File: src/rtl/core/stepper_homing_speed_ramp_unit_assert.svh
// Assertion macros shared by the stepper homing speed ramp RTL.
`ifndef STEPPER_HOMING_SPEED_RAMP_UNIT_ASSERT_SVH
`define STEPPER_HOMING_SPEED_RAMP_UNIT_ASSERT_SVH
`ifndef NO_ASSERTIONS
// Same-cycle implication, checked out of reset.
`define SHRSU_ASSERT_IMP(label, clk, rst_n, ante, cons) \
    label: assert property (@(posedge clk) disable iff (!rst_n) (ante) |-> (cons)) \
        else $error("shrsu assertion failed");
// Next-cycle implication, checked out of reset.
`define SHRSU_ASSERT_NXT(label, clk, rst_n, ante, cons) \
    label: assert property (@(posedge clk) disable iff (!rst_n) (ante) |=> (cons)) \
        else $error("shrsu assertion failed");
`else
`define SHRSU_ASSERT_IMP(label, clk, rst_n, ante, cons)
`define SHRSU_ASSERT_NXT(label, clk, rst_n, ante, cons)
`endif
`endif

File: src/rtl/core/shrsu_pkg.sv
// Shared types, constants and the step period table of the speed ramp unit.
package shrsu_pkg;

    // Register index, taken from the word address bit of the config port
    typedef enum logic {
        REG_IDLE_CURRENT   = 1'b0,
        REG_MOVING_CURRENT = 1'b1
    } t_reg_idx;

    localparam logic [6:0] IDLE_CURRENT_RESET   = 7'd15;
    localparam logic [6:0] MOVING_CURRENT_RESET = 7'd40;

    localparam logic signed [7:0] SPEED_HOMING = 8'sd15;
    localparam int SPEED_MAX  = 100;
    localparam int SPEED_STEP = 2;

    // Controller to datapath commands
    typedef struct packed {
        logic load_in;
        logic calc_diff;
        logic update;
        logic load_out;
    } t_cmd;

    // Next step interval: 100000 / (400 + 26 * mag) for mag 0..100
    function automatic logic [7:0] step_period(input logic [6:0] mag);
        logic [7:0] p;
        case (mag)
            7'd0: p = 8'd250;   7'd1: p = 8'd234;   7'd2: p = 8'd221;
            7'd3: p = 8'd209;   7'd4: p = 8'd198;   7'd5: p = 8'd188;
            7'd6: p = 8'd179;   7'd7: p = 8'd171;   7'd8: p = 8'd164;
            7'd9: p = 8'd157;   7'd10: p = 8'd151;  7'd11: p = 8'd145;
            7'd12: p = 8'd140;  7'd13: p = 8'd135;  7'd14: p = 8'd130;
            7'd15: p = 8'd126;  7'd16: p = 8'd122;  7'd17: p = 8'd118;
            7'd18: p = 8'd115;  7'd19: p = 8'd111;  7'd20: p = 8'd108;
            7'd21: p = 8'd105;  7'd22: p = 8'd102;  7'd23: p = 8'd100;
            7'd24: p = 8'd97;   7'd25: p = 8'd95;   7'd26: p = 8'd92;
            7'd27: p = 8'd90;   7'd28: p = 8'd88;   7'd29: p = 8'd86;
            7'd30: p = 8'd84;   7'd31: p = 8'd82;   7'd32: p = 8'd81;
            7'd33: p = 8'd79;   7'd34: p = 8'd77;   7'd35: p = 8'd76;
            7'd36: p = 8'd74;   7'd37: p = 8'd73;   7'd38: p = 8'd72;
            7'd39: p = 8'd70;   7'd40: p = 8'd69;   7'd41: p = 8'd68;
            7'd42: p = 8'd67;   7'd43: p = 8'd65;   7'd44: p = 8'd64;
            7'd45: p = 8'd63;   7'd46: p = 8'd62;   7'd47: p = 8'd61;
            7'd48: p = 8'd60;   7'd49: p = 8'd59;   7'd50: p = 8'd58;
            7'd51: p = 8'd57;   7'd52: p = 8'd57;   7'd53: p = 8'd56;
            7'd54: p = 8'd55;   7'd55: p = 8'd54;   7'd56: p = 8'd53;
            7'd57: p = 8'd53;   7'd58: p = 8'd52;   7'd59: p = 8'd51;
            7'd60: p = 8'd51;   7'd61: p = 8'd50;   7'd62: p = 8'd49;
            7'd63: p = 8'd49;   7'd64: p = 8'd48;   7'd65: p = 8'd47;
            7'd66: p = 8'd47;   7'd67: p = 8'd46;   7'd68: p = 8'd46;
            7'd69: p = 8'd45;   7'd70: p = 8'd45;   7'd71: p = 8'd44;
            7'd72: p = 8'd44;   7'd73: p = 8'd43;   7'd74: p = 8'd43;
            7'd75: p = 8'd42;   7'd76: p = 8'd42;   7'd77: p = 8'd41;
            7'd78: p = 8'd41;   7'd79: p = 8'd40;   7'd80: p = 8'd40;
            7'd81: p = 8'd39;   7'd82: p = 8'd39;   7'd83: p = 8'd39;
            7'd84: p = 8'd38;   7'd85: p = 8'd38;   7'd86: p = 8'd37;
            7'd87: p = 8'd37;   7'd88: p = 8'd37;   7'd89: p = 8'd36;
            7'd90: p = 8'd36;   7'd91: p = 8'd36;   7'd92: p = 8'd35;
            7'd93: p = 8'd35;   7'd94: p = 8'd35;   7'd95: p = 8'd34;
            7'd96: p = 8'd34;   7'd97: p = 8'd34;   7'd98: p = 8'd33;
            7'd99: p = 8'd33;   7'd100: p = 8'd33;
            default: p = 8'd33;
        endcase
        return p;
    endfunction

endpackage

File: src/rtl/core/shrsu_ctrl.sv
// Sequencing state machine of the speed ramp unit.
`include "stepper_homing_speed_ramp_unit_assert.svh"
module shrsu_ctrl (
    input  logic             i_clk,
    input  logic             i_rst_n,
    input  logic             i_in_valid,
    output logic             o_in_ready,
    output logic             o_out_valid,
    input  logic             i_out_ready,
    output shrsu_pkg::t_cmd  o_cmd
);

    typedef enum logic [1:0] {
        ST_IDLE,
        ST_DIFF,
        ST_UPDATE,
        ST_LOAD
    } t_state;

    t_state r_state;
    t_state n_state;
    logic   r_out_valid;
    logic   n_out_valid;
    logic   w_out_free;

    // Result register is free when empty or drained this cycle
    assign w_out_free = !r_out_valid || i_out_ready;
    assign o_in_ready = (r_state == ST_IDLE);
    assign o_out_valid = r_out_valid;

    // Decode commands and next state
    always_comb begin
        n_state = r_state;
        o_cmd = '0;
        case (r_state)
            ST_IDLE: begin
                if (i_in_valid) begin
                    o_cmd.load_in = 1'b1;
                    n_state = ST_DIFF;
                end
            end
            ST_DIFF: begin
                o_cmd.calc_diff = 1'b1;
                n_state = ST_UPDATE;
            end
            ST_UPDATE: begin
                o_cmd.update = 1'b1;
                n_state = ST_LOAD;
            end
            ST_LOAD: begin
                if (w_out_free) begin
                    o_cmd.load_out = 1'b1;
                    n_state = ST_IDLE;
                end
            end
            default: n_state = ST_IDLE;
        endcase
    end

    // Set valid on load, drop it on transfer
    always_comb begin
        n_out_valid = r_out_valid;
        if (o_cmd.load_out) begin
            n_out_valid = 1'b1;
        end else if (i_out_ready) begin
            n_out_valid = 1'b0;
        end
    end

    always_ff @(posedge i_clk) begin
        if (!i_rst_n) begin
            r_state <= ST_IDLE;
            r_out_valid <= 1'b0;
        end else begin
            r_state <= n_state;
            r_out_valid <= n_out_valid;
        end
    end

    `SHRSU_ASSERT_IMP(a_load_only_when_free, i_clk, i_rst_n, o_cmd.load_out, w_out_free)
    `SHRSU_ASSERT_NXT(a_accept_starts_item, i_clk, i_rst_n, i_in_valid && o_in_ready,
                      o_cmd.calc_diff)
    `SHRSU_ASSERT_NXT(a_update_then_load, i_clk, i_rst_n, o_cmd.update, r_state == ST_LOAD)

endmodule

File: src/rtl/core/shrsu_dp.sv
// Datapath of the speed ramp unit: axis state, ramp, stepping and period lookup.
`include "stepper_homing_speed_ramp_unit_assert.svh"
module shrsu_dp #(
    parameter int POSITION_BITS = 16
) (
    input  logic                 i_clk,
    input  logic                 i_rst_n,
    input  shrsu_pkg::t_cmd      i_cmd,
    input  logic [6:0]           i_idle_current,
    input  logic [6:0]           i_moving_current,
    input  logic                 i_action,
    input  logic                 i_optical_level,
    input  logic signed [15:0]   i_target_position,
    output logic                 o_step_pulse,
    output logic                 o_direction,
    output logic signed [15:0]   o_position,
    output logic signed [7:0]    o_speed,
    output logic [6:0]           o_drive_current,
    output logic                 o_homed,
    output logic [7:0]           o_step_period
);

    localparam int PB = POSITION_BITS;
    localparam int EW = (PB > 16) ? PB : 16;
    localparam int DW = EW + 1;
    localparam logic signed [PB-1:0] POS_MAX = {1'b0, {(PB-1){1'b1}}};
    localparam logic signed [PB-1:0] POS_MIN = {1'b1, {(PB-1){1'b0}}};
    localparam logic signed [DW-1:0] C_STEP = DW'(shrsu_pkg::SPEED_STEP);
    localparam logic signed [DW-1:0] C_MAX = DW'(shrsu_pkg::SPEED_MAX);
    localparam logic signed [DW-1:0] C_MIN = -DW'(shrsu_pkg::SPEED_MAX);

    // Captured item
    logic                 r_action;
    logic                 r_opt;
    logic signed [15:0]   r_target;
    logic signed [DW-1:0] r_diff;

    // Axis state
    logic signed [7:0]    r_speed, n_speed;
    logic signed [PB-1:0] r_pos, n_pos;
    logic                 r_homed, n_homed;
    logic                 r_last_opt;
    logic [6:0]           r_current, n_current;
    logic                 r_dir, n_dir;
    logic                 r_pulse, n_pulse;

    // Result register
    logic                 r_o_pulse;
    logic                 r_o_dir;
    logic signed [15:0]   r_o_pos;
    logic signed [7:0]    r_o_speed;
    logic [6:0]           r_o_current;
    logic                 r_o_homed;
    logic [7:0]           r_o_period;

    logic signed [DW-1:0] w_adj;
    logic signed [DW-1:0] w_half;
    logic signed [DW-1:0] w_sp;
    logic signed [DW-1:0] w_rup;
    logic signed [DW-1:0] w_rdn;
    logic signed [EW-1:0] w_pos_ext;
    logic signed [7:0]    w_neg_speed;
    logic [6:0]           w_mag;

    // Halve the distance, rounding toward zero
    assign w_adj = r_diff + $signed({{(DW-1){1'b0}}, r_diff[DW-1]});
    assign w_half = w_adj >>> 1;
    assign w_sp = DW'(r_speed);

    // Ramp up toward a target ahead
    always_comb begin
        w_rup = w_sp + C_STEP;
        if (w_half < w_rup) begin
            w_rup = w_half;
        end
        if (w_rup > C_MAX) begin
            w_rup = C_MAX;
        end
        if (w_rup == '0) begin
            w_rup = C_STEP;
        end
    end

    // Ramp down toward a target behind
    always_comb begin
        w_rdn = w_sp - C_STEP;
        if (w_half > w_rdn) begin
            w_rdn = w_half;
        end
        if (w_rdn < C_MIN) begin
            w_rdn = C_MIN;
        end
        if (w_rdn == '0) begin
            w_rdn = -C_STEP;
        end
    end

    // Next axis state for a control or step tick
    always_comb begin
        n_speed = r_speed;
        n_pos = r_pos;
        n_homed = r_homed;
        n_current = r_current;
        n_dir = r_dir;
        n_pulse = 1'b0;
        if (!r_action) begin
            if (!r_homed) begin
                n_speed = shrsu_pkg::SPEED_HOMING;
            end else if (r_diff != '0) begin
                n_current = i_moving_current;
                n_speed = r_diff[DW-1] ? w_rdn[7:0] : w_rup[7:0];
            end else begin
                n_speed = '0;
                if (i_idle_current > r_current) begin
                    n_current = i_idle_current;
                end else if (i_idle_current < r_current) begin
                    n_current = r_current - 7'd1;
                end
            end
            // Zero on a rising sensor edge while moving forward
            if (!n_speed[7] && (n_speed != '0) && !r_last_opt && r_opt) begin
                n_pos = '0;
                n_homed = 1'b1;
            end
        end else if (r_speed != '0) begin
            n_pulse = 1'b1;
            n_dir = r_speed[7];
            if (!r_speed[7]) begin
                if (r_pos != POS_MAX) begin
                    n_pos = r_pos + PB'(1);
                end
            end else if (r_pos != POS_MIN) begin
                n_pos = r_pos - PB'(1);
            end
        end
    end

    // Capture the item and the distance to target
    always_ff @(posedge i_clk) begin
        if (i_cmd.load_in) begin
            r_action <= i_action;
            r_opt <= i_optical_level;
            r_target <= i_target_position;
        end
        if (i_cmd.calc_diff) begin
            r_diff <= DW'(r_target) - DW'(r_pos);
        end
    end

    // Commit axis state
    always_ff @(posedge i_clk) begin
        if (!i_rst_n) begin
            r_speed <= '0;
            r_pos <= '0;
            r_homed <= 1'b0;
            r_last_opt <= 1'b0;
            r_current <= shrsu_pkg::IDLE_CURRENT_RESET;
            r_dir <= 1'b0;
            r_pulse <= 1'b0;
        end else if (i_cmd.update) begin
            r_speed <= n_speed;
            r_pos <= n_pos;
            r_homed <= n_homed;
            r_current <= n_current;
            r_dir <= n_dir;
            r_pulse <= n_pulse;
            if (!r_action) begin
                r_last_opt <= r_opt;
            end
        end
    end

    // Look up the period and load the result register
    assign w_pos_ext = EW'(r_pos);
    assign w_neg_speed = -r_speed;
    assign w_mag = r_speed[7] ? w_neg_speed[6:0] : r_speed[6:0];

    always_ff @(posedge i_clk) begin
        if (i_cmd.load_out) begin
            r_o_pulse <= r_pulse;
            r_o_dir <= r_dir;
            r_o_pos <= w_pos_ext[15:0];
            r_o_speed <= r_speed;
            r_o_current <= r_current;
            r_o_homed <= r_homed;
            r_o_period <= shrsu_pkg::step_period(w_mag);
        end
    end

    assign o_step_pulse = r_o_pulse;
    assign o_direction = r_o_dir;
    assign o_position = r_o_pos;
    assign o_speed = r_o_speed;
    assign o_drive_current = r_o_current;
    assign o_homed = r_o_homed;
    assign o_step_period = r_o_period;

    `SHRSU_ASSERT_IMP(a_speed_in_range, i_clk, i_rst_n, 1'b1,
                      (r_speed <= 8'sd100) && (r_speed >= -8'sd100))
    `SHRSU_ASSERT_NXT(a_homed_sticks, i_clk, i_rst_n, r_homed, r_homed)
    `SHRSU_ASSERT_NXT(a_step_follows_speed, i_clk, i_rst_n,
                      i_cmd.update && r_action && (r_speed != '0),
                      r_pulse && (r_speed[7] == r_dir))

endmodule

File: src/rtl/core/stepper_homing_speed_ramp_unit.sv
// Top level of the stepper homing speed ramp unit: config registers and core.
// Usage:
//   Input channel (i_in_valid / o_in_ready) carries one tick: i_action selects a
//   control tick (0, uses i_optical_level and i_target_position) or a step tick (1).
//   Output channel (o_out_valid / i_out_ready) returns one result per tick: step
//   pulse, direction, position, speed, drive current, homed flag and the next
//   step period in 10 us timer ticks.
//   A transferred tick runs through the four-step sequencer (capture, distance
//   subtract, state update, period lookup into the result) before its result
//   shows; a new tick is taken only after the previous one has left the lookup step.
//   A stalled receiver holds the result register; the next tick is still taken
//   and runs up to the lookup step, where it waits until the result drains.
//   Config: APB-style port, pready tied high, idle current at 0x0 and moving current
//   at 0x4, which the user must write only while no tick is in flight; not enforced.
//   Reset (synchronous, active low) clears speed, position, homed and sensor
//   history, sets the drive current to 15 and the registers to 15 and 40.
module stepper_homing_speed_ramp_unit #(
    parameter int POSITION_BITS = 16
) (
    input  logic                 i_clk,
    input  logic                 i_rst_n,
    input  logic                 psel,
    input  logic                 penable,
    input  logic                 pwrite,
    input  logic [2:0]           paddr,
    input  logic [31:0]          pwdata,
    output logic [31:0]          prdata,
    output logic                 pready,
    input  logic                 i_in_valid,
    output logic                 o_in_ready,
    input  logic                 i_action,
    input  logic                 i_optical_level,
    input  logic signed [15:0]   i_target_position,
    output logic                 o_out_valid,
    input  logic                 i_out_ready,
    output logic                 o_step_pulse,
    output logic                 o_direction,
    output logic signed [15:0]   o_position,
    output logic signed [7:0]    o_speed,
    output logic [6:0]           o_drive_current,
    output logic                 o_homed,
    output logic [7:0]           o_step_period
);

    logic [6:0]      r_idle_current;
    logic [6:0]      r_moving_current;
    logic            w_cfg_write;
    shrsu_pkg::t_cmd w_cmd;

    assign pready = 1'b1;
    assign w_cfg_write = psel && penable && pwrite;

    // Write the current registers
    always_ff @(posedge i_clk) begin
        if (!i_rst_n) begin
            r_idle_current <= shrsu_pkg::IDLE_CURRENT_RESET;
            r_moving_current <= shrsu_pkg::MOVING_CURRENT_RESET;
        end else if (w_cfg_write) begin
            case (shrsu_pkg::t_reg_idx'(paddr[2]))
                shrsu_pkg::REG_IDLE_CURRENT: r_idle_current <= pwdata[6:0];
                shrsu_pkg::REG_MOVING_CURRENT: r_moving_current <= pwdata[6:0];
                default: r_idle_current <= r_idle_current;
            endcase
        end
    end

    // Read back the addressed register
    always_comb begin
        case (shrsu_pkg::t_reg_idx'(paddr[2]))
            shrsu_pkg::REG_IDLE_CURRENT: prdata = {25'd0, r_idle_current};
            shrsu_pkg::REG_MOVING_CURRENT: prdata = {25'd0, r_moving_current};
            default: prdata = '0;
        endcase
    end

    shrsu_ctrl u_ctrl (
        .i_clk       (i_clk),
        .i_rst_n     (i_rst_n),
        .i_in_valid  (i_in_valid),
        .o_in_ready  (o_in_ready),
        .o_out_valid (o_out_valid),
        .i_out_ready (i_out_ready),
        .o_cmd       (w_cmd)
    );

    shrsu_dp #(
        .POSITION_BITS (POSITION_BITS)
    ) u_dp (
        .i_clk             (i_clk),
        .i_rst_n           (i_rst_n),
        .i_cmd             (w_cmd),
        .i_idle_current    (r_idle_current),
        .i_moving_current  (r_moving_current),
        .i_action          (i_action),
        .i_optical_level   (i_optical_level),
        .i_target_position (i_target_position),
        .o_step_pulse      (o_step_pulse),
        .o_direction       (o_direction),
        .o_position        (o_position),
        .o_speed           (o_speed),
        .o_drive_current   (o_drive_current),
        .o_homed           (o_homed),
        .o_step_period     (o_step_period)
    );

endmodule
File: config.mk
export PLATFORM = sky130hd
export DESIGN_NAME = stepper_homing_speed_ramp_unit
export DESIGN_NICKNAME = d
export VERILOG_FILES = /design/src/rtl/core/shrsu_pkg.sv /design/src/rtl/core/shrsu_ctrl.sv /design/src/rtl/core/shrsu_dp.sv /design/src/rtl/core/stepper_homing_speed_ramp_unit.sv
export VERILOG_INCLUDE_DIRS = /design/src /design/src/rtl/core
export SDC_FILE = /design/constraint.sdc
export NUM_CORES = 1
export LEC_CHECK = 0
export BUFFER_PORTS_ARGS = -buffer_cell sky130_fd_sc_hd__buf_2
export CAP_MARGIN = 15
export CELL_PAD_IN_SITES_DETAIL_PLACEMENT = 2
export CELL_PAD_IN_SITES_GLOBAL_PLACEMENT = 2
export CORE_MARGIN = 2
export CORE_UTILIZATION = 39
export DETAILED_ROUTE_END_ITERATION = 7
export GPL_TIMING_DRIVEN = 1
export PLACE_DENSITY_LB_ADDON = 0.12
export SLEW_MARGIN = 0
export SYNTH_ARGS = -nofsm -noshare
export SYNTH_HDL_FRONTEND = slang
export SYNTH_HIERARCHICAL = 1
export SYNTH_SLANG_ARGS = --single-unit
File: constraint.sdc
create_clock -name i_clk -period 11.1 [get_ports i_clk]
set_input_delay 1.665 -clock i_clk [delete_from_list [all_inputs] [get_ports i_clk]]
set_output_delay 1.665 -clock i_clk [all_outputs]
set_load 0.01 [all_outputs]
==> results of run 1 <==
-- worst paths after layout --
| check | end | slack, ns | cells after the start |
|---|---|---|---|
| worst max-delay path | u_dp/r_pos[8]$_SDFFE_PN0P_ | 4.49 | 24 |
| worst min-delay path | u_dp/o_direction$_DFFE_PP_ | 0.44 | 0 |
| worst max register to register | u_dp/r_pos[8]$_SDFFE_PN0P_ | 4.49 | 24 |
| worst min register to register | u_dp/o_direction$_DFFE_PP_ | 0.44 | 0 |
-- state kept, by name (all words and copies together), names as in the netlist --
signal and flops:
r_moving_current 7, u_dp/r_homed 1, u_dp/r_pulse 1, u_ctrl/o_out_valid 1, u_ctrl/r_state 2, u_dp/o_homed 1, u_dp/r_opt 1, u_dp/o_direction 1
u_dp/r_current 7, u_dp/r_action 1, u_dp/r_diff 17, u_dp/o_step_pulse 1, u_dp/r_target 16, r_idle_current 7, u_dp/r_dir 1, u_dp/r_pos 16
u_dp/o_drive_current 7, u_dp/o_step_period 8, u_dp/o_speed 8, u_dp/r_speed 8, u_dp/o_position 16, u_dp/r_last_opt 1
-- logic make-up (layout without fill, tap and decap cells) --
logic type      after synthesis  after routing  share of synthesized area
compound gates              241            241                      0.180
fa+ha+maj                    75             75                      0.101
xor+xnor                     55             55                     0.0513
other cells                   2             26                   0.000799
mux                          35             35                     0.0391
simple gates                356            356                      0.195
buf+inv                     142            200                     0.0766
flops                       129            129                      0.357
-- power groups by stage --
stage	clock network [mW]	logic, mW	registers (mW)
6_report	0.646	0.948	0.684
3_3_place_gp	0	0.893	0.688
3_5_place_dp	0	0.927	0.691
2_1_floorplan	0	0.699	0.661
4_1_cts	0.657	0.949	0.684
5_1_grt	0.681	1.05	0.694
-- cell usage after synthesis (7+ instances only) --
library cell    n
nand2_1       107
nor2_1         86
edfxtp_1       77
ha_1           71
inv_1          71
o21ai_0        53
dfxtp_1        52
a21oi_1        48
xnor2_1        41
nand3_1        33
clkbuf_1       30
buf_4          27
mux2i_1        24
nor3_1         23
nor2b_1        21
nor4_1         18
o211ai_1       18
nand4_1        16
xor2_1         14
a21boi_0       11
a211oi_1       10
mux2_2         10
a32o_1          9
and2_1          9
a31oi_1         8
a21o_1          7
a32o_2          7
nand2b_1        7
o21a_1          7
-- layout by cell type (no fill, tap or decap), types with 9 or more instances in the layout --
master       n
a211oi_1    10
a21boi_0    11
a21oi_1     48
a32o_1       9
and2_1       9
buf_2       83
buf_4       13
clkbuf_16   17
conb_1      26
dfxtp_1     52
edfxtp_1    77
ha_1        71
inv_1       71
mux2_2      10
mux2i_1     24
nand2_1    107
nand3_1     33
nand4_1     16
nor2_1      86
nor2b_1     20
nor3_1      23
nor4_1      18
o211ai_1    18
o21ai_0     53
xnor2_1     38
xor2_1      14
-- layout make-up --
class,instances,area [um2],share of cell area
clock buffer,18,429,0.0403
clock inverter,14,236,0.0222
inverter,72,270,0.0254
multi-input combinational,788,5440,0.511
sequential,129,3350,0.315
tap,319,399,0.0375
timing repair buffer,96,513,0.0482
-- stage by stage --
| step | total power [mW] | worst slack (ns) | hold WS, ns | std cells |
|---|---|---|---|---|
| 6_report | 2.28 | 4.49 | 0.441 | 1436 |
| 5_1_grt | 2.42 | 4.09 | 0.446 | 1436 |
| 4_1_cts | 2.29 | 4.48 | 0.440 | 1436 |
| 3_5_place_dp | 1.62 | 4.53 | 0.424 | 1404 |
| 3_3_place_gp | 1.58 | 4.67 | 0.417 | 1404 |
| 2_1_floorplan | 1.36 | 5.22 | 0.406 | 1059 |
-- metal layers --
metal | wire, um | vias to the layer above
met1 | 14300 | 4053
met3 | 793 | 25
met2 | 14800 | 124
met5 | 0 | -
li1 | - | 3847
met4 | 310 | 0
==> results.yml, run 1 <==
routing:
  num_vias: 8049
  routedWlPerCell_um: 21.0
  drt_iter0_drc: 379
  antenna_violating_nets_post_route: 0
  drcViolationCount: 0
  routed_wirelength_um: 30200
  firstDrtPassIters: 5
  route.detailed.vias_per_inst: 5.61
power_and_ir_drop:
  switching_power_mw: 0.906
  clock_power_share: 0.284
  seq_power_share: 0.300
  swShare: 0.398
  p_int_mw: 1.37
  cellLeakagePower_nw: 4.19
  share_comb_of_total_power: 0.416
  power_density_nw_per_um2: 214
  max-vdd-ir-drop_v: 0.000105
synth:
  synth_top_area_share: 0.246
  number_of_enable_type_register_cells_in_the_synthesized_netlist: 77
  postSynthAreaPerCell_um2: 9.08
  yosysSeqAreaShare: 0.357
  synth.yosys.warnings: 6
  mappedNetlistArea_um2: 9400
  yosys-top-cells-area: "edfxtp_1 25%, dfxtp_1 11%, ha_1 9.5%"
  postSynth.asyncResetShare: 0
  netlist_instances: 1035
  ffs_latches_synth: 129
  post_synth_num_cell_types: 92
  ys_dominant_reg_cell: "edfxtp_1"
  synthDominantAreaCellType: "edfxtp_1"
grt:
  grt_overflow_total: 0
  grt_antenna_before_repair: 0
  groute.layer.met1.usage: 0.316
  grt_first_pass_wirelength_um: 48600
  first_global_vias: 8683
  grt.busiest_layer: "met2"
  grtUsageMet2: 0.417
  groute.layer.met3.usage: 0.0365
  global_route.usage.total: 0.240
  grt_max_degree: 66
critical_path:
  crit_type: "register to register"
  crit_start: "u_dp/r_diff[16]$_DFFE_PP_"
  path_buf_inv: 1
  critical_path.top_delay_family: "compound AO/OA/AOI/OAI gates"
  worstPathCellList: "and2_1, ha_1, nand3_4, nor2_1, xor2_1, buf_4, ha_1, a21o_1, a21oi_1, o21ai_0, maj3_1, o41a_2, nand3b_4, nor2_1, a21oi_1, ha_1, and2b_1, or3b_1, mux2_4, o21ai_1, o211ai_1, and3b_4, o221ai_4, a32o_2"
  critical_path_peak_fanout: 17
  critPathArrivalTime_ns: 6.99
  crit_path_top_delay_cell: "edfxtp_1"
  critPathRequiredTime_ns: 11.47
  crit_path_end_kind: "register"
  critical_path.max_stage_delay_ns: 0.58
  timing.critical_path.mode_cell: "ha_1"
  reg2reg_from: "u_dp/r_diff[16]$_DFFE_PP_"
  worst_setup_path_start_kind: "register"
clock_network:
  clockRootBuffer: "clkbuf_16"
  clk_path_buf_depth: 2
  clock_latency_ns: 0.44
  tritoncts_clock_tree: "built"
  cts-buffers-inserted: 17
  ctsResizeCount: 0
  cts.htree.levels: 4
  cts_post_setup_buffers_inserted: 0
  holdBufCountCts: 0
  cts.reportedPaths.clkPinSlew_ns: 0.06
  cts.sinks: 129
timing:
  fin_crit_sh: 0.596
  finalCriticalPeriod_ns: 6.61
  skew_ns: 0.0105
  grt_setup_unrepaired: "false"
  timing_max_transition_violations_final: 0
  maxClockFrequency_mhz: 151
  timing.final.setup_violations: 0
  setup_tns_ns: 0
  final-hold-violation-count: 0
  timing.max_slew.rel_slack: 0.259
  tightest_slew_ns: 1.11
layout:
  final_core_utilization: 0.452
  areaGrowthSynthToFinish_pct: 13.3
  drive_gt1_frac: 0.160
  layout.filler_cells: 2609
  antenna-diode-count: 0
  final_nets: 1237
  finish.instance_area_um2: 10600
placed_design:
  dp_hpwl_um: 21100
  buffer_ports.inserted: 83
  place_congestion: 0.833
  place_area_um2: 9980
run_status:
  result_of_the_run: "completed"
floorplanning:
  chipHeight_um: 159
  die_area_um2: 25400
  fp.coreArea_um2: 23500
  placement_rows: 56
  die_x_um: 159
  start_util: 0.399
  i_o_pin_count: 137
run:
  maxCapViolations: 0
worst_hold_path:
  hp-class: "register to register"
  hold_path_startpoint: "u_dp/r_dir$_SDFFE_PN0P_"
No activity file was read; power rests on OpenSTA's default activity.
==> inputs of run 2 (changes only) <==
- CORE_UTILIZATION: 39 -> 36
- clock period: 11.1 -> 6.3 ns (I/O delays scaled with it)
==> run 2 against run 1 <==
Compared with the run above: core utilization fell by 3.8 points; highest routed layer unchanged; total power up 72%; clock skew rose by 0.0027 ns; maximum frequency increased by 12%; worst setup slack worse by 4.1 ns; die area is 8.1% higher; first-iteration DRC count grew 25%; routed wire length shrank 4.2%; cell count up 2.2%; worst hold slack better by 0.016 ns; register-to-register slack lost 4.1 ns.
==> results.yml, run 2 (synthesis results as in run 1) <==
run_status:
  result_of_the_run: "completed"
clock_network:
  clk_path_buf_depth: 2
  clockRootBuffer: "clkbuf_16"
  cts.reportedPaths.clkPinSlew_ns: 0.06
  cts-buffers-inserted: 17
  ctsResizeCount: 0
  tritoncts_clock_tree: "built"
  clock_latency_ns: 0.43
  cts.sinks: 129
  holdBufCountCts: 0
  cts_post_setup_buffers_inserted: 0
  cts.htree.levels: 4
routing:
  firstDrtPassIters: 4
  antenna_violating_nets_post_route: 0
  route.top_layer_used: "met4"
  sum_of_routed_wire_segments_on_met1_um: 14100
  route.detailed.vias_per_inst: 5.49
  met3RoutedLength_um: 741
  routed_wirelength_um: 28900
  routedWlPerCell_um: 19.7
  drcViolationCount: 0
  num_vias: 8059
  met2WireLength_um: 13800
  drt_iter0_drc: 472
grt:
  grt_antenna_before_repair: 0
  grt_overflow_total: 0
  grt_first_pass_wirelength_um: 46500
  global_route.usage.total: 0.217
  grt_max_degree: 66
  first_global_vias: 8451
layout:
  max_flop_register: "u_dp/r_diff"
  largest_register_ffs: 17
  areaGrowthSynthToFinish_pct: 13.9
  layout.filler_cells: 2891
  drive_gt1_frac: 0.171
  mostFrequentLayoutCell: "nand2_1"
  layout_common_cells: "107 x nand2_1, 86 x nor2_1, 83 x buf_2"
  antenna-diode-count: 0
  final_core_utilization: 0.414
  final_nets: 1252
critical_path:
  critical_path_peak_fanout: 16
  crit_path_end_kind: "register"
  r2r.worst_path.cells: 24
  critPathRequiredTime_ns: 6.61
  reg2reg_from: "u_dp/r_diff[0]$_DFFE_PP_"
  r2r-end: "u_dp/r_pos[5]$_SDFFE_PN0P_"
  critPathArrivalTime_ns: 6.24
  worst_setup_path_start_kind: "register"
  crit_type: "register to register"
  ff2ff_setup_slack_ns: 0.38
run:
  maxCapViolations: 0
worst_hold_path:
  hp-class: "register to register"
  min_delay_path_depth: 0
  hold_path_startpoint: "u_dp/r_pulse$_SDFFE_PN0P_"
  min_delay_worst_endpoint: "u_dp/o_step_pulse$_DFFE_PP_"
placed_design:
  buffer_ports.inserted: 83
  dp_hpwl_um: 21600
  place_congestion: 0.813
power_and_ir_drop:
  power_density_nw_per_um2: 365
  cellLeakagePower_nw: 4.24
  max-vdd-ir-drop_v: 0.000161
floorplanning:
  fp.coreArea_um2: 25800
  die_area_um2: 27400
  start_util: 0.364
  placement_rows: 59
  die_x_um: 166
  chipHeight_um: 166
  i_o_pin_count: 137
timing:
  timing_max_transition_violations_final: 0
  final-hold-violation-count: 0
  timing.max_slew.rel_slack: 0.278
  finalCriticalPeriod_ns: 5.92
  setup_tns_ns: 0
  tightest_slew_ns: 1.08
  timing.final.setup_violations: 0
  grt_setup_unrepaired: "false"
  fin_crit_sh: 0.940
  maxClockFrequency_mhz: 169
  skew_ns: 0.0131
## run 2: cell type report
type	instances	area, um2	share of cell area
clock buffers	21	483	0.0451
clock inverters	11	98.8	0.00923
inverters	72	270	0.0252
multi-input cells	788	5440	0.508
flip-flops and latches	129	3350	0.313
well taps	335	419	0.0391
repair buffers	111	638	0.0596
## run 2: worst max path at each step
stage | from | end | slack, ns | cells after the start
floorplan | u_dp/r_diff[16]$_DFFE_PP_ | u_dp/r_pos[11]$_SDFFE_PN0P_ | 0.42 | 25
global placement | u_dp/r_diff[0]$_DFFE_PP_ | u_dp/r_pos[8]$_SDFFE_PN0P_ | 0.43 | 23
detailed placement | u_dp/r_diff[0]$_DFFE_PP_ | u_dp/r_pos[5]$_SDFFE_PN0P_ | 0.35 | 23
CTS | u_dp/r_diff[0]$_DFFE_PP_ | u_dp/r_pos[5]$_SDFFE_PN0P_ | 0.29 | 23
global route | u_dp/r_diff[0]$_DFFE_PP_ | u_dp/r_pos[4]$_SDFFE_PN0P_ | 0.02 | 24
finish | u_dp/r_diff[0]$_DFFE_PP_ | u_dp/r_pos[5]$_SDFFE_PN0P_ | 0.38 | 24
## run 2: per-stage QoR
step | hold WS, ns | setup WS, ns | total power [mW] | cell area [um2] | instances
finish | 0.457 | 0.377 | 3.91 | 10700 | 1467
global route | 0.464 | 0.0199 | 4.19 | 10700 | 1467
CTS | 0.453 | 0.292 | 3.93 | 10700 | 1466
detailed placement | 0.432 | 0.347 | 2.92 | 10100 | 1434
global placement | 0.419 | 0.432 | 2.86 | 10100 | 1434
floorplan | 0.406 | 0.423 | 2.40 | 9490 | 1059
## run 2: layer usage
metal / global-route usage / up-vias
li1: - / 3879
met1: 0.300 / 4025
met2: 0.360 / 127
met3: 0.0262 / 28
met4: 0.0513 / 0
met5: 0 / -
## run 2: worst max-delay path: stages, from the launching register on
cell      delay (ns)
edfxtp_1        0.42
and2_1          0.20
ha_1            0.24
nand3_4         0.16
nor2_1          0.20
xor2_1          0.22
ha_1            0.28
a21o_1          0.19
a21oi_1         0.18
o21ai_0         0.12
maj3_1          0.39
o41a_2          0.53
nand3b_4        0.11
nor2_1          0.05
a21oi_1         0.13
ha_1            0.26
and2b_1         0.22
or3b_1          0.38
mux2_4          0.31
o21ai_1         0.25
o22ai_1         0.21
nand4_2         0.21
o221ai_4        0.11
buf_12          0.17
a32o_1          0.26
## run 2: where the power goes
| part | internal [mW] | total (mW) | switching [mW] | leakage [nW] |
|---|---|---|---|---|
| sequential | 1.07 | 1.17 | 0.109 | 1.11 |
| clock | 0.591 | 0.981 | 0.389 | 0.286 |
| combinational | 0.665 | 1.76 | 1.09 | 2.85 |
==> inputs of run 3 (changes only) <==
- ABC_AREA: default -> 1
- CORE_UTILIZATION: 36 -> 34
==> run 3 against run 2 <==
Compared with the run above: via count is 13% higher; largest power group unchanged; worst hold slack worse by 0.018 ns; sequential cell count unchanged; critical path depth increased by 12; die area grew 9.0%; total power rose by 58%; first-iteration DRC count shrank 12%.
==> results.yml, run 3 <==
floorplanning:
  die_x_um: 173
  start_util: 0.347
  i_o_pin_count: 137
  placement_rows: 61
  chipHeight_um: 173
  die_area_um2: 29900
  fp.coreArea_um2: 27900
power_and_ir_drop:
  share_comb_of_total_power: 0.599
  switching_power_mw: 3.12
  post_layout_total_power_mw: 6.18
  clock_power_share: 0.172
  swShare: 0.505
  max-vdd-ir-drop_v: 0.000178
  cellLeakagePower_nw: 5.05
  power_density_nw_per_um2: 557
  p_int_mw: 3.06
  seq_power_share: 0.229
worst_hold_path:
  min_delay_path_depth: 0
  min_delay_worst_endpoint: "u_dp/o_direction$_DFFE_PP_"
  hp-class: "register to register"
  hold_path_startpoint: "u_dp/r_dir$_SDFFE_PN0P_"
run_status:
  result_of_the_run: "completed"
synth:
  yosysMostFrequentCell: "nand2_1"
  synth_top_area_share: 0.239
  synth.yosys.warnings: 6
  yosys-top-cells-area: "edfxtp_1 24%, nand2_1 12%, dfxtp_1 11%"
  netlist_instances: 1301
  synthTopCellsByCount: "306 x nand2_1, 145 x inv_1, 129 x nor2_1"
  ffs_latches_synth: 129
  postSynthAreaPerCell_um2: 7.45
  ys_dominant_reg_cell: "edfxtp_1"
  postSynth.asyncResetShare: 0
  post_synth_num_cell_types: 56
  synthDominantAreaCellType: "edfxtp_1"
  number_of_enable_type_register_cells_in_the_synthesized_netlist: 77
  mappedNetlistArea_um2: 9690
  yosysSeqAreaShare: 0.346
critical_path:
  timing.critical_path.mode_cell: "nand2_1"
  r2r-end: "u_dp/r_pos[4]$_SDFFE_PN0P_"
  r2r.worst_path.cells: 36
  reg2reg_from: "u_dp/r_diff[16]$_DFFE_PP_"
  critPathRequiredTime_ns: 6.62
  crit_path_top_delay_cell: "edfxtp_1"
  worst_setup_path_start_kind: "register"
  crit_path_end_kind: "register"
  ff2ff_setup_slack_ns: 0.65
  crit_type: "register to register"
  critical_path_peak_fanout: 14
  critPathArrivalTime_ns: 5.97
  critical_path.max_stage_delay_ns: 0.37
clock_network:
  cts_post_setup_buffers_inserted: 0
  tritoncts_clock_tree: "built"
  clk_path_buf_depth: 2
  cts.htree.levels: 4
  cts.sinks: 129
  cts.reportedPaths.clkPinSlew_ns: 0.06
  clock_latency_ns: 0.44
  cts-buffers-inserted: 17
  clockRootBuffer: "clkbuf_16"
  holdBufCountCts: 0
timing:
  finalCriticalPeriod_ns: 5.65
  final-hold-violation-count: 0
  tightest_slew_ns: 0.844
  grt_setup_unrepaired: "false"
  timing_max_transition_violations_final: 0
  maxClockFrequency_mhz: 177
  timing.max_slew.rel_slack: 0.434
  setup_tns_ns: 0
  skew_ns: 0.0195
  fin_crit_sh: 0.897
  timing.final.setup_violations: 0
placed_design:
  dp_hpwl_um: 25000
  buffer_ports.inserted: 83
  place_area_um2: 10400
  place_congestion: 0.822
layout:
  areaGrowthSynthToFinish_pct: 14.5
  drive_gt1_frac: 0.144
  max_flop_register: "u_dp/r_diff"
  antenna-diode-count: 0
  largest_register_ffs: 17
  mostFrequentLayoutCell: "nand2_1"
  final_nets: 1519
  layout_common_cells: "306 x nand2_1, 144 x inv_1, 129 x nor2_1"
  layout.filler_cells: 3332
  finish.instance_area_um2: 11100
routing:
  route.detailed.vias_per_inst: 5.13
  routedWlPerCell_um: 18.6
  antenna_violating_nets_post_route: 0
  num_vias: 9119
  firstDrtPassIters: 6
  routed_wirelength_um: 33000
  drt_iter0_drc: 417
  drcViolationCount: 0
grt:
  grt_first_pass_wirelength_um: 53600
  grt_max_degree: 40
  global_route.usage.total: 0.222
  first_global_vias: 10000
  grt_overflow_total: 0
  grt_antenna_before_repair: 0
run:
  maxCapViolations: 0
run 3: changes by cell type after synthesis, sizes merged, moves of 17 or more:
| cell | before | now |
|---|---|---|
| xnor2 | 41 | 6 |
| nand3 | 35 | 115 |
| a21oi | 49 | 72 |
| nand2 | 107 | 320 |
| xor2 | 14 | 31 |
| inv | 71 | 153 |
| nor2b | 21 | 0 |
| nor2 | 87 | 147 |
| clkbuf | 34 | 16 |
| mux2i | 24 | 0 |
run 3: stage by stage:
stage          hold WS (ns)  instances  utilization  setup slack, ns
2_1_floorplan         0.403       1325            -             1.27
3_3_place_gp          0.418       1743        0.373            0.592
3_5_place_dp          0.421       1743        0.373            0.359
4_1_cts               0.438       1775        0.396            0.280
5_1_grt               0.450       1777        0.397           0.0827
6_report              0.439       1777        0.397            0.650
run 3: final cells by class:
type                    count  area, um2  area share
repair buffers             96        513      0.0462
clock inverters             8       80.1     0.00722
flip-flops and latches    129       3350       0.302
inverters                 160        601      0.0541
multi-input cells         982       5520       0.497
well taps                 378        473      0.0426
clock buffers              24        557      0.0502
run 3: power groups by stage:
stage / clock, mW / combinational [mW] / sequential [mW]
6_report: 1.06 / 3.70 / 1.42
2_1_floorplan: 0 / 2.61 / 1.35
5_1_grt: 1.12 / 4.18 / 1.45
3_3_place_gp: 0 / 3.46 / 1.42
4_1_cts: 1.08 / 3.68 / 1.42
3_5_place_dp: 0 / 3.62 / 1.43
run 3: critical path: cells and delay by family, from the launching register on:
kind | cells | cell delay, ns
xor+xnor | 1 | 0.17
compound gates | 3 | 0.55
buf+inv | 4 | 0.66
fa+ha+maj | 3 | 0.85
simple gates | 25 | 2.93
flops | 1 | 0.37
run 3: cell families (layout without fill, tap and decap cells):
logic type	count (synthesis)	count (layout)	synth area share
other	2	26	0.000775
AOI/OAI and AO/OA	204	204	0.125
xor gates and xnor gates	37	37	0.0342
and+or+nand+nor	641	642	0.299
buffers and inverters	215	288	0.0987
adders and majority gates	73	73	0.0958
DFF	129	129	0.346
run 3: layer usage:
metal | part of all wire | global-route usage | vias to the layer above
li1 | - | - | 4466
met1 | 0.47 | 0.288 | 4513
met2 | 0.50 | 0.396 | 111
met3 | 0.020 | 0.0204 | 29
met4 | 0.016 | 0.0583 | 0
met5 | 0 | 0 | -
run 3: what timing repair did:
action | in CTS | in global routing
setup endpoints to repair | 0 | 14
hold endpoints to repair | 0 | 0
resized for setup | 0 | 6
run 3: how the worst max path moves through the flow:
stage / endpoint / cells after the start / from
2_1_floorplan: u_dp/r_pos[10]$_SDFFE_PN0P_ / 39 / u_dp/r_diff[16]$_DFFE_PP_
4_1_cts: u_dp/r_pos[4]$_SDFFE_PN0P_ / 38 / u_dp/r_diff[16]$_DFFE_PP_
6_report: u_dp/r_pos[4]$_SDFFE_PN0P_ / 36 / u_dp/r_diff[16]$_DFFE_PP_
3_3_place_gp: u_dp/r_pos[12]$_SDFFE_PN0P_ / 38 / u_dp/r_diff[0]$_DFFE_PP_
5_1_grt: u_dp/r_pos[7]$_SDFFE_PN0P_ / 37 / u_dp/r_diff[16]$_DFFE_PP_
3_5_place_dp: u_dp/r_pos[13]$_SDFFE_PN0P_ / 38 / u_dp/r_diff[0]$_DFFE_PP_
